$ cat config.mk
export PLATFORM = sky130hd
export DESIGN_NAME = nmea_gga_sentence_validator_unit
export DESIGN_NICKNAME = d
export VERILOG_FILES = /design/src/hdl/ggav_pkg.sv /design/src/hdl/ggav_cfg.sv /design/src/hdl/ggav_parse.sv /design/src/hdl/ggav_rfifo.sv /design/src/hdl/nmea_gga_sentence_validator_unit.sv
export SDC_FILE = /design/constraint.sdc
export NUM_CORES = 1
export LEC_CHECK = 0
export ABC_AREA = 1
export BUFFER_PORTS_ARGS = -buffer_cell sky130_fd_sc_hd__buf_4
export CAP_MARGIN = 10
export CORE_MARGIN = 1
export CORE_UTILIZATION = 60
export CTS_CLUSTER_DIAMETER = 120
export DETAILED_ROUTE_END_ITERATION = 16
export PLACE_DENSITY = 0.88
export RECOVER_POWER = 50
export REMOVE_ABC_BUFFERS = 1
export SLEW_MARGIN = 30
export SYNTH_ARGS = -nofsm -noshare
export SYNTH_HDL_FRONTEND = slang
export SYNTH_HIERARCHICAL = 1
export SYNTH_SLANG_ARGS = --single-unit
export TNS_END_PERCENT = 10
$ cat constraint.sdc
create_clock -name clk_i -period 8.1 [get_ports clk_i]
set_input_delay 0.405 -clock clk_i [delete_from_list [all_inputs] [get_ports clk_i]]
set_output_delay 0.405 -clock clk_i [all_outputs]
set_load 0.01 [all_outputs]
$ cat src/hdl/ggav_pkg.sv
// Shared types and constants for the GGA sentence validator.
// Character codes, grammar phases, item structs and result queue sizing.
// No dependencies.
package ggav_pkg;

  // Character codes
  localparam logic [7:0] CH_NL     = 8'h0A;
  localparam logic [7:0] CH_DOLLAR = 8'h24;
  localparam logic [7:0] CH_STAR   = 8'h2A;
  localparam logic [7:0] CH_COMMA  = 8'h2C;
  localparam logic [7:0] CH_DOT    = 8'h2E;
  localparam logic [7:0] CH_ZERO   = 8'h30;
  localparam logic [7:0] CH_NINE   = 8'h39;
  localparam logic [7:0] CH_LC_E   = 8'h65;
  localparam logic [7:0] CH_LC_M   = 8'h6D;
  localparam logic [7:0] CH_LC_N   = 8'h6E;
  localparam logic [7:0] CH_LC_S   = 8'h73;
  localparam logic [7:0] CH_LC_W   = 8'h77;
  localparam logic [7:0] CASE_BIT  = 8'h20;

  // Line length tracking
  localparam int unsigned LEN_W = 7;
  localparam logic [LEN_W-1:0] LEN_SAT   = 7'd127;
  localparam logic [LEN_W-1:0] LEN_RESET = 7'd84;

  // Configuration port
  localparam int unsigned APB_ADDR_W = 3;
  localparam logic REG_MAX_LINE_LEN = 1'b0;

  // Result queue: room for the two results of one end-of-stream item
  localparam int unsigned RES_DEPTH = 4;
  localparam int unsigned RES_PTR_W = 2;
  localparam int unsigned RES_CNT_W = 3;
  localparam logic [RES_CNT_W-1:0] RES_ROOM_LIMIT = 3'(RES_DEPTH - 2);

  // Grammar position within a line
  typedef enum logic [4:0] {
    PH_DOLLAR    = 5'd0,
    PH_TALKER    = 5'd1,
    PH_TIME      = 5'd2,
    PH_LAT       = 5'd3,
    PH_NS        = 5'd4,
    PH_NS_SEP    = 5'd5,
    PH_LON       = 5'd6,
    PH_EW        = 5'd7,
    PH_EW_SEP    = 5'd8,
    PH_FIX       = 5'd9,
    PH_SAT       = 5'd10,
    PH_HDOP      = 5'd11,
    PH_ALT       = 5'd12,
    PH_UNIT1     = 5'd13,
    PH_UNIT1_SEP = 5'd14,
    PH_SEP       = 5'd15,
    PH_UNIT2     = 5'd16,
    PH_TAIL      = 5'd17
  } phase_e;

  typedef enum logic [1:0] {
    VERDICT_VALID   = 2'd0,
    VERDICT_INVALID = 2'd1,
    VERDICT_END     = 2'd2
  } verdict_e;

  typedef struct packed {
    logic [7:0] byte_in;
    logic       end_of_stream;
  } in_item_t;

  typedef struct packed {
    logic [1:0] verdict;
    logic [7:0] checksum;
    logic       last_result;
  } out_item_t;

  // Results produced by one processed item, oldest first
  typedef struct packed {
    logic [1:0] count;
    out_item_t  r0;
    out_item_t  r1;
  } res_bundle_t;

endpackage

$ cat src/hdl/ggav_cfg.sv
// APB-style register port for the GGA sentence validator.
// Holds max_line_length. Depends on ggav_pkg.
module ggav_cfg (
  input  logic                            clk_i,
  input  logic                            rst_ni,
  input  logic                            psel,
  input  logic                            penable,
  input  logic                            pwrite,
  input  logic [ggav_pkg::APB_ADDR_W-1:0] paddr,
  input  logic [31:0]                     pwdata,
  output logic [31:0]                     prdata,
  output logic                            pready,
  output logic [ggav_pkg::LEN_W-1:0]      max_len_o
);
  import ggav_pkg::*;

  logic [LEN_W-1:0] max_len_q;
  logic             wr_en;
  logic             sel_len;

  assign pready  = 1'b1;
  assign sel_len = (paddr[APB_ADDR_W-1] == REG_MAX_LINE_LEN);
  assign wr_en   = psel && penable && pwrite && pready && sel_len;

  // Register write
  always_ff @(posedge clk_i or negedge rst_ni) begin
    if (!rst_ni) begin
      max_len_q <= LEN_RESET;
    end else if (wr_en) begin
      max_len_q <= pwdata[LEN_W-1:0];
    end
  end

  // Read back; addresses beyond the register read as zero
  always_comb begin
    prdata = '0;
    if (sel_len) begin
      prdata = {{(32-LEN_W){1'b0}}, max_len_q};
    end
  end

  assign max_len_o = max_len_q;

endmodule

$ cat src/hdl/ggav_parse.sv
// Per-byte grammar tracker and checksum for GGA lines.
// Holds all line state and forms the results of one item. Depends on ggav_pkg.
module ggav_parse (
  input  logic                       clk_i,
  input  logic                       rst_ni,
  input  logic                       fire_i,
  input  ggav_pkg::in_item_t         item_i,
  input  logic [ggav_pkg::LEN_W-1:0] max_len_i,
  output ggav_pkg::res_bundle_t      res_o
);
  import ggav_pkg::*;

  phase_e           phase_q, phase_d;
  logic             dot_q, dot_d;
  logic [7:0]       xor_q, xor_d;
  logic             xact_q, xact_d;
  logic             star_q, star_d;
  logic             err_q, err_d;
  logic [LEN_W-1:0] cnt_q, cnt_d;
  logic             pend_q, pend_d;

  logic [7:0]       b;
  logic [7:0]       low;
  logic             is_digit;
  verdict_e         line_verdict;

  assign b        = item_i.byte_in;
  assign low      = b | CASE_BIT;
  assign is_digit = (b >= CH_ZERO) && (b <= CH_NINE);
  assign line_verdict = (!err_q && phase_q == PH_TAIL && star_q) ? VERDICT_VALID
                                                                 : VERDICT_INVALID;

  // Line state registers
  always_ff @(posedge clk_i or negedge rst_ni) begin
    if (!rst_ni) begin
      phase_q <= PH_DOLLAR;
      dot_q   <= 1'b0;
      xor_q   <= '0;
      xact_q  <= 1'b0;
      star_q  <= 1'b0;
      err_q   <= 1'b0;
      cnt_q   <= '0;
      pend_q  <= 1'b0;
    end else begin
      phase_q <= phase_d;
      dot_q   <= dot_d;
      xor_q   <= xor_d;
      xact_q  <= xact_d;
      star_q  <= star_d;
      err_q   <= err_d;
      cnt_q   <= cnt_d;
      pend_q  <= pend_d;
    end
  end

  // Next line state and results
  always_comb begin
    phase_d = phase_q;
    dot_d   = dot_q;
    xor_d   = xor_q;
    xact_d  = xact_q;
    star_d  = star_q;
    err_d   = err_q;
    cnt_d   = cnt_q;
    pend_d  = pend_q;
    res_o   = '0;

    if (fire_i) begin
      if (item_i.end_of_stream || b == CH_NL) begin
        // line ends: report and clear
        if (item_i.end_of_stream) begin
          if (pend_q) begin
            res_o.count = 2'd2;
            res_o.r0    = '{verdict: line_verdict, checksum: xor_q, last_result: 1'b0};
            res_o.r1    = '{verdict: VERDICT_END, checksum: 8'h00, last_result: 1'b1};
          end else begin
            res_o.count = 2'd1;
            res_o.r0    = '{verdict: VERDICT_END, checksum: 8'h00, last_result: 1'b1};
          end
        end else begin
          res_o.count = 2'd1;
          res_o.r0    = '{verdict: line_verdict, checksum: xor_q, last_result: 1'b1};
        end
        phase_d = PH_DOLLAR;
        dot_d   = 1'b0;
        xor_d   = '0;
        xact_d  = 1'b0;
        star_d  = 1'b0;
        err_d   = 1'b0;
        cnt_d   = '0;
        pend_d  = 1'b0;
      end else begin
        pend_d = 1'b1;
        if (cnt_q >= max_len_i) begin
          err_d = 1'b1;
        end
        if (cnt_q != LEN_SAT) begin
          cnt_d = cnt_q + 1'b1;
        end
        if (b == CH_STAR) begin
          star_d = 1'b1;
        end
        // checksum runs from after the dollar up to the first star
        if (xact_q) begin
          if (b == CH_STAR) begin
            xact_d = 1'b0;
          end else begin
            xor_d = xor_q ^ b;
          end
        end

        // grammar step, only while the line is still good
        if (!err_d) begin
          unique case (phase_q)
            PH_DOLLAR: begin
              if (b == CH_DOLLAR) begin
                phase_d = PH_TALKER;
                xact_d  = 1'b1;
              end else begin
                err_d = 1'b1;
              end
            end
            PH_TALKER: begin
              if (b == CH_COMMA) begin
                phase_d = PH_TIME;
              end
            end
            PH_TIME, PH_LAT, PH_LON, PH_FIX, PH_SAT, PH_HDOP, PH_ALT, PH_SEP: begin
              if (is_digit) begin
                phase_d = phase_q;
              end else if (b == CH_DOT) begin
                if (dot_q) begin
                  err_d = 1'b1;
                end
                dot_d = 1'b1;
              end else if (b == CH_COMMA) begin
                dot_d = 1'b0;
                case (phase_q)
                  PH_TIME: phase_d = PH_LAT;
                  PH_LAT:  phase_d = PH_NS;
                  PH_LON:  phase_d = PH_EW;
                  PH_FIX:  phase_d = PH_SAT;
                  PH_SAT:  phase_d = PH_HDOP;
                  PH_HDOP: phase_d = PH_ALT;
                  PH_ALT:  phase_d = PH_UNIT1;
                  default: phase_d = PH_UNIT2;
                endcase
              end else begin
                err_d = 1'b1;
              end
            end
            PH_NS: begin
              if (low == CH_LC_N || low == CH_LC_S) begin
                phase_d = PH_NS_SEP;
              end else begin
                err_d = 1'b1;
              end
            end
            PH_EW: begin
              if (low == CH_LC_E || low == CH_LC_W) begin
                phase_d = PH_EW_SEP;
              end else begin
                err_d = 1'b1;
              end
            end
            PH_UNIT1: begin
              if (low == CH_LC_M) begin
                phase_d = PH_UNIT1_SEP;
              end else begin
                err_d = 1'b1;
              end
            end
            PH_NS_SEP, PH_EW_SEP, PH_UNIT1_SEP: begin
              if (b == CH_COMMA) begin
                case (phase_q)
                  PH_NS_SEP: phase_d = PH_LON;
                  PH_EW_SEP: phase_d = PH_FIX;
                  default:   phase_d = PH_SEP;
                endcase
              end else begin
                err_d = 1'b1;
              end
            end
            PH_UNIT2: begin
              if (low == CH_LC_M) begin
                phase_d = PH_TAIL;
              end else begin
                err_d = 1'b1;
              end
            end
            PH_TAIL: begin
              phase_d = PH_TAIL;
            end
            default: begin
              err_d = 1'b1;
            end
          endcase
        end
      end
    end
  end

  // a newline or end of stream always leaves a clean line behind
  a_line_cleared: assert property (@(posedge clk_i) disable iff (!rst_ni)
    fire_i && (item_i.end_of_stream || b == CH_NL)
    |=> phase_q == PH_DOLLAR && cnt_q == '0 && !pend_q && !xact_q)
    else $error("line state not cleared at end of line");

  // ordinary bytes never produce results
  a_no_result_mid_line: assert property (@(posedge clk_i) disable iff (!rst_ni)
    (!fire_i || (!item_i.end_of_stream && b != CH_NL)) |-> res_o.count == 2'd0)
    else $error("result produced by an ordinary byte");

  // the final result of an item is always marked last
  a_last_marked: assert property (@(posedge clk_i) disable iff (!rst_ni)
    (res_o.count == 2'd1 |-> res_o.r0.last_result) and
    (res_o.count == 2'd2 |-> (!res_o.r0.last_result && res_o.r1.last_result)))
    else $error("last_result marking broken");

endmodule

$ cat src/hdl/ggav_rfifo.sv
// Result queue for the GGA sentence validator: takes up to two results a cycle,
// hands out one while the receiver is ready. Depends on ggav_pkg.
module ggav_rfifo (
  input  logic                  clk_i,
  input  logic                  rst_ni,
  input  ggav_pkg::res_bundle_t push_i,
  output logic                  room_o,
  output logic                  out_valid_o,
  input  logic                  out_ready_i,
  output ggav_pkg::out_item_t   out_data_o
);
  import ggav_pkg::*;

  out_item_t            mem_q [RES_DEPTH];
  logic [RES_PTR_W-1:0] wptr_q, wptr_d;
  logic [RES_PTR_W-1:0] rptr_q, rptr_d;
  logic [RES_CNT_W-1:0] cnt_q, cnt_d;
  logic [RES_PTR_W-1:0] wptr_nx;
  logic                 pop;

  assign pop         = out_valid_o && out_ready_i;
  assign out_valid_o = (cnt_q != '0);
  assign out_data_o  = mem_q[rptr_q];
  assign room_o      = (cnt_q <= RES_ROOM_LIMIT);
  assign wptr_nx     = wptr_q + 1'b1;

  // Pointer and fill arithmetic
  always_comb begin
    wptr_d = wptr_q + RES_PTR_W'(push_i.count);
    rptr_d = pop ? rptr_q + 1'b1 : rptr_q;
    cnt_d  = cnt_q + RES_CNT_W'(push_i.count) - RES_CNT_W'(pop);
  end

  always_ff @(posedge clk_i or negedge rst_ni) begin
    if (!rst_ni) begin
      wptr_q <= '0;
      rptr_q <= '0;
      cnt_q  <= '0;
    end else begin
      wptr_q <= wptr_d;
      rptr_q <= rptr_d;
      cnt_q  <= cnt_d;
    end
  end

  // Entry storage, no reset
  always_ff @(posedge clk_i) begin
    if (push_i.count != 2'd0) begin
      mem_q[wptr_q] <= push_i.r0;
    end
    if (push_i.count == 2'd2) begin
      mem_q[wptr_nx] <= push_i.r1;
    end
  end

  a_no_overflow: assert property (@(posedge clk_i) disable iff (!rst_ni)
    push_i.count != 2'd0 |-> ({1'b0, cnt_q} + {2'b00, push_i.count}) <= (RES_CNT_W+1)'(RES_DEPTH))
    else $error("result queue overflow");

  a_fill_tracks_ptrs: assert property (@(posedge clk_i) disable iff (!rst_ni)
    cnt_q != 3'(RES_DEPTH) |-> RES_PTR_W'(wptr_q - rptr_q) == cnt_q[RES_PTR_W-1:0])
    else $error("fill count out of step with pointers");

endmodule

$ cat src/hdl/nmea_gga_sentence_validator_unit.sv
// GGA sentence validator, top level: input register, parser, result queue, registers.
// Depends on ggav_pkg, ggav_cfg, ggav_parse, ggav_rfifo.
//
// Takes one NMEA character per cycle, sustained, and reports one verdict with the
// line checksum per newline. An end-of-stream item gives one result, or two when
// a line is still open; an open line always holds a byte that gave no result, so
// the four-entry result queue keeps up with one item per cycle and the input
// stalls only while the receiver holds off. An accepted item is held in the input
// register, then passes through the per-byte grammar step into the result queue,
// where its result can be taken. max_line_length is written over the APB port at
// byte address 0 and applies from the next byte; there is no clearing pass after
// reset.
module nmea_gga_sentence_validator_unit (
  input  logic                            clk_i,
  input  logic                            rst_ni,
  input  logic                            in_valid_i,
  output logic                            in_ready_o,
  input  ggav_pkg::in_item_t              in_data_i,
  output logic                            out_valid_o,
  input  logic                            out_ready_i,
  output ggav_pkg::out_item_t             out_data_o,
  input  logic                            psel,
  input  logic                            penable,
  input  logic                            pwrite,
  input  logic [ggav_pkg::APB_ADDR_W-1:0] paddr,
  input  logic [31:0]                     pwdata,
  output logic [31:0]                     prdata,
  output logic                            pready
);
  import ggav_pkg::*;

  logic             in_vld_q;
  in_item_t         in_q;
  logic             room;
  logic             fire;
  logic [LEN_W-1:0] max_len;
  res_bundle_t      res;

  // Input register: refills whenever it is empty or its item moves on
  assign fire       = in_vld_q && room;
  assign in_ready_o = !in_vld_q || fire;

  always_ff @(posedge clk_i or negedge rst_ni) begin
    if (!rst_ni) begin
      in_vld_q <= 1'b0;
    end else if (in_ready_o) begin
      in_vld_q <= in_valid_i;
    end
  end

  always_ff @(posedge clk_i) begin
    if (in_ready_o && in_valid_i) begin
      in_q <= in_data_i;
    end
  end

  ggav_cfg u_cfg (
    .clk_i     (clk_i),
    .rst_ni    (rst_ni),
    .psel      (psel),
    .penable   (penable),
    .pwrite    (pwrite),
    .paddr     (paddr),
    .pwdata    (pwdata),
    .prdata    (prdata),
    .pready    (pready),
    .max_len_o (max_len)
  );

  ggav_parse u_parse (
    .clk_i     (clk_i),
    .rst_ni    (rst_ni),
    .fire_i    (fire),
    .item_i    (in_q),
    .max_len_i (max_len),
    .res_o     (res)
  );

  ggav_rfifo u_rfifo (
    .clk_i       (clk_i),
    .rst_ni      (rst_ni),
    .push_i      (res),
    .room_o      (room),
    .out_valid_o (out_valid_o),
    .out_ready_i (out_ready_i),
    .out_data_o  (out_data_o)
  );

  // a held item is never dropped while the queue is full
  a_hold_when_full: assert property (@(posedge clk_i) disable iff (!rst_ni)
    in_vld_q && !room |=> in_vld_q && $stable(in_q))
    else $error("input register lost an item");

  // with an empty input register the block always takes an item
  a_ready_when_empty: assert property (@(posedge clk_i) disable iff (!rst_ni)
    !in_vld_q |-> in_ready_o)
    else $error("input stalled with empty register");

  // nothing is processed without a held item
  a_no_phantom: assert property (@(posedge clk_i) disable iff (!rst_ni)
    !in_vld_q |-> res.count == 2'd0)
    else $error("result formed without an item");

endmodule
-- Yosys cells after proc, flatten, opt, wreduce, memory -nomap -nowiden
Memories as Yosys holds them, arrays and structs flattened.
Cells that the tools add are included.
- flip-flop bits (word level): 49
- bits in writable memories: 44
- input port bits: 51
- logic and storage cells: 164
- memories kept: 1
- add/sub/neg operators: 6
- order comparisons: 4
- eq/ne operators: 42
- muxes and demuxes: 61
- bitwise gates (word level): 2
- reduce and logical (&&, ||, !) cells: 33
- memory list (name ; words ; width ; rd ports ; clocked after Yosys merged registers in ; write ports ; RTL line ; source):
    u_rfifo.mem_q ; 4 ; 11 ; 1 ; 0 ; 2 ; ggav_rfifo.sv:14 ; out_item_t mem_q [RES_DEPTH];
- operators by type and width (cell ; number):
    $mux 5 ; 12
    $mux 24 ; 2
    $pmux 5 s9 ; 1
    $eq 5x4->1 const B ; 8
    $eq 7x6->1 const B ; 5
    $pmux 5 s7 ; 1
    $mux 1 ; 33
    $eq 8x6->1 const B ; 4
    $mux 13 ; 2
    $mux 8 ; 3
    $ne 3x1->1 const B ; 8
    $mux 11 ; 2
    $mux 7 ; 3
    $eq 5x3->1 const B ; 4
    $reduce_and 13->1 ; 1
    $eq 5x2->1 const B ; 2
    $eq 5x5->1 const B ; 2
    $reduce_bool 10->1 ; 1
    $reduce_bool 2->1 ; 5
    $logic_and 1x1->1 ; 9
    $eq 8x4->1 const B ; 1
    $ge 8x6->1 const B ; 1
    $le 8x6->1 const B ; 1
    $pmux 4 s2 ; 1
    other kinds (27) ; 36

-- Logic depth before layout (Yosys ltp)
- word-level depth: 11
- depth in mapped cells: 16
- mapped depth without buffers: 14

-- Hierarchy
Netlist, hierarchy kept.
- modules (own cells, without submodules) (module ; times used ; cells each ; area each (sq um) ; sequential area each (sq um)):
    ggav_rfifo ; 1 ; 351 ; 2783.9 ; 1496.4
    ggav_parse ; 1 ; 350 ; 2223.4 ; 625.6
    ggav_cfg ; 1 ; 76 ; 575.6 ; 178.9
    nmea_gga_sentence_validator_unit ; 1 ; 17 ; 322.8 ; 295.3

-- Least setup slack after synthesis
OpenSTA, ideal clock, no wires.
- kind: flip-flop to flip-flop
- start: register u_rfifo.cnt_q[1]
- end: memory u_rfifo/mem_q[3][0] in the netlist's numbering (enable)
- setup time: 394 ps
- data arrival time: 2526 ps
- required time: 7706 ps
- path slack: 5180 ps
- stages on the path, launching flop included: 11
- buffers on the path: 3
- period minus slack after synthesis: 2920 ps
- cell sequence: dfrtp_1 a21oi_1 nand2_1 inv_1 clkbuf_1 nand2_2 buf_2 a21oi_1 buf_4 nor2_1 o21ai_0
- RTL lines (what ; RTL line ; source):
    start, declared ; ggav_rfifo.sv:17 ; logic [RES_CNT_W-1:0] cnt_q, cnt_d;
    start signal, assigned ; ggav_rfifo.sv:42 ; cnt_q <= cnt_d;
    end, declared ; ggav_rfifo.sv:14 ;

==> qor.yml <==
global_routing:
  grt.total_usage_pct: 25.8
  grt_first_pass_wirelength_um: 20800
  antenna_found_initial: 0
  first_global_vias: 4766
  grt_max_degree: 41
  grt-ovfl-total: 0
hold_path:
  holdPathStages: 1
  min_to: "in_q[3]"
  hp-start: "in_data_i[3]"
  hp-class: "in -> reg"
timing:
  slew_headroom_pct: -47.2
  grt_setup_unrepaired: "no"
  finalMaxSlewViolations: 41
  final_hold_viol_count: 0
  period_minus_slack_ps: 3950
  tns_ps: 0
  setup_viol: 0
  min_period_over_period_pct: 48.8
  finalClockSkew_ps: 11.8
  worst_slew_pin_slew_ps: 2210
  fmax_mhz: 253
synthesis:
  ys_seq_elements: 93
  synth_common_cells: "nand2_1 (249), inv_1 (82), nor2_1 (73), nand3_1 (71), edfxtp_1 (53)"
  synthCells: 794
  synth_area_leader_cell: "edfxtp_1"
  syn_area_per_cell_um2: 7.44
  yosysSeqAreaShare_pct: 44.0
  yosysTopAreaCellShare_pct: 26.9
  synth_area_mm2: 0.00591
  synth_cell_types: 36
  synth_warnings: 6
  synth_edf_count: 53
  synthArstFlopShare_pct: 43.0
  synthFlopType: "edfxtp_1"
  synth_area_leaders: "edfxtp_1 (27%), nand2_1 (16%), dfrtp_1 (16%)"
  yosysMostFrequentCell: "nand2_1"
layout:
  area_delta_synth_final_pct: 5.55
  final_area_mm2: 0.00623
  final_nets: 885
  drive_gt1_share_pct: 9.81
  finish.utilization_pct: 66.5
  num_antenna_cells: 0
clock_tree:
  cts_resized: 0
  clock-sinks: 93
  cts_setup_buffers: 0
  cts_max_path_buffers: 2
  cts_hold_buf: 0
  clkTransAtPathRegs_ps: 100
  cts_made_buffers: 9
  htree_num_levels: 3
  cts-root-buf: "clkbuf_8"
  cts_tree: "done"
  insertion_delay_ps: 360
status:
  status: "finished, violations left"
  failed_checks: "max-capacitance violations, max-slew violations"
setup_path:
  criticalPathCategory: "reg -> reg"
  arrival_ps: 3930
  worstPathRequired_ps: 8080
  worstReg2RegEnd: "u_rfifo/mem_q[1][8]"
  crit_path_start_kind: "register"
  reg2regPathDepth: 12
  cp_max_fo: 36
  reg2reg_from: "in_q[1]"
  end_kind: "register"
  rrSetupSlack_ps: 4150
die:
  initial_utilization_pct: 63.0
  core-area_mm2: 0.00937
  die_h_um: 101
  dieArea_mm2: 0.0102
  pin_count: 97
  die_w_um: 101
  num_rows: 35
detailed_routing:
  drt-total-wl_um: 12600
  drcViolationCount: 0
  viasPerCell: 5.29
  antenna_left: 0
  dr.pass1.iters: 5
  wl_per_cell_um: 13.2
  dr_total_vias: 5051
  initialDrtViolationCount: 279
power_and_ir_drop:
  cellLeakagePower_nw: 3.06
  powerDensity_mw_per_mm2: 260
  peakVddDrop_mv: 0.125
job:
  cap_violations: 1
placed_design:
  dpl.hpwl_um: 9030
  gp_congestion: 0.912
  numPortBuffers: 43
  place_area_mm2: 0.00612
==> routing by layer <==
metal	wire length (um)	vias up	global-route usage, %
li1	-	2523	-
met1	5070	2302	30.7
met2	6430	207	45.9
met3	907	19	5.24
met4	155	0	9.81
met5	0	-	0
==> worst max path at each step <==
stage / end / from / cells past startpoint / slack (ps)
after floorplan: u_rfifo/mem_q[3][0] / u_rfifo/cnt_q[1] / 9 / 4720
after global routing: u_rfifo/mem_q[1][8] / u_rfifo/cnt_q[1] / 10 / 3720
final: u_rfifo/mem_q[1][8] / in_q[1] / 12 / 4150
after global placement: u_rfifo/mem_q[1][1] / u_rfifo/cnt_q[1] / 10 / 4460
after detailed placement: u_rfifo/mem_q[1][1] / u_rfifo/cnt_q[2] / 10 / 4360
after CTS: u_rfifo/mem_q[1][8] / u_rfifo/cnt_q[1] / 10 / 4340
==> registers in the layout, indices dropped and copies added (netlist names), 2 cells and up <==
signal and count:
in_q 9, u_cfg/max_len_o 7, u_parse/cnt_q 7, u_parse/phase_q 5, u_parse/xor_q 8, u_rfifo/cnt_q 3, u_rfifo/mem_q 44, u_rfifo/rptr_q 2
u_rfifo/wptr_q 2
==> worst max-delay path: stages (launching register included) <==
cell and delay (ps):
edfxtp_1 440, inv_2 100, nand2_1 100, nor2_1 160, nand3_1 130, nand2_2 150, nand2_1 340, a21oi_1 770
inv_2 70, nand2_1 120, inv_2 230, nand2_1 480, nand2_1 480
==> cells in the final DEF, fill, tap and decap left out, types with 12 or more instances in the layout <==
cell,instances
nand2_1,254
inv_1,82
nor2_1,74
nand3_1,71
edfxtp_1,53
o21ai_0,45
dfrtp_1,37
conb_1,35
buf_4,27
nor3_1,24
inv_2,14
a21oi_1,13
ha_1,12
==> where the power goes <==
| group | switching (W) | internal (W) | leakage [nW] | total, W |
|---|---|---|---|---|
| clock | 0.000179 | 0.000119 | 0.0943 | 0.000298 |
| combinational | 0.000430 | 0.000206 | 1.94 | 0.000637 |
| sequential | 0.0000748 | 0.000610 | 1.02 | 0.000685 |
| total | 0.000684 | 0.000936 | 3.06 | 0.00162 |
==> cells by family (layout without fill, tap and decap cells) <==
family	Yosys count	count (layout)	synth area share [%]
flip-flops	93	93	44.0
adder cells (fa/ha/maj)	13	13	2.88
AND/OR/NAND/NOR	460	460	33.9
other	3	35	0.191
buffers and inverters	158	158	13.1
XOR/XNOR	2	2	0.297
AO/OA/AOI/OAI	65	65	5.68
==> cell type report <==
type                       instances  area, um2
tap                              129        161
inverter                          97        364
clock buffer                       9        124
multi-input combinational        575       2620
fill                             783       3140
clock inverter                     7       65.1
timing repair buffer              45        304
sequential                        93       2600
==> metrics by stage <==
step | total power [W] | hold slack [ps] | cells | worst slack [ps]
floorplan | 0.00111 | 109 | 765 | 4720
global placement | 0.00131 | 405 | 939 | 4460
detailed placement | 0.00134 | 427 | 939 | 4360
CTS | 0.00164 | 29.1 | 955 | 4340
global route | 0.00174 | 219 | 955 | 3720
finish | 0.00162 | 238 | 955 | 4150
Note: power is estimated with default switching activity, not from simulation.
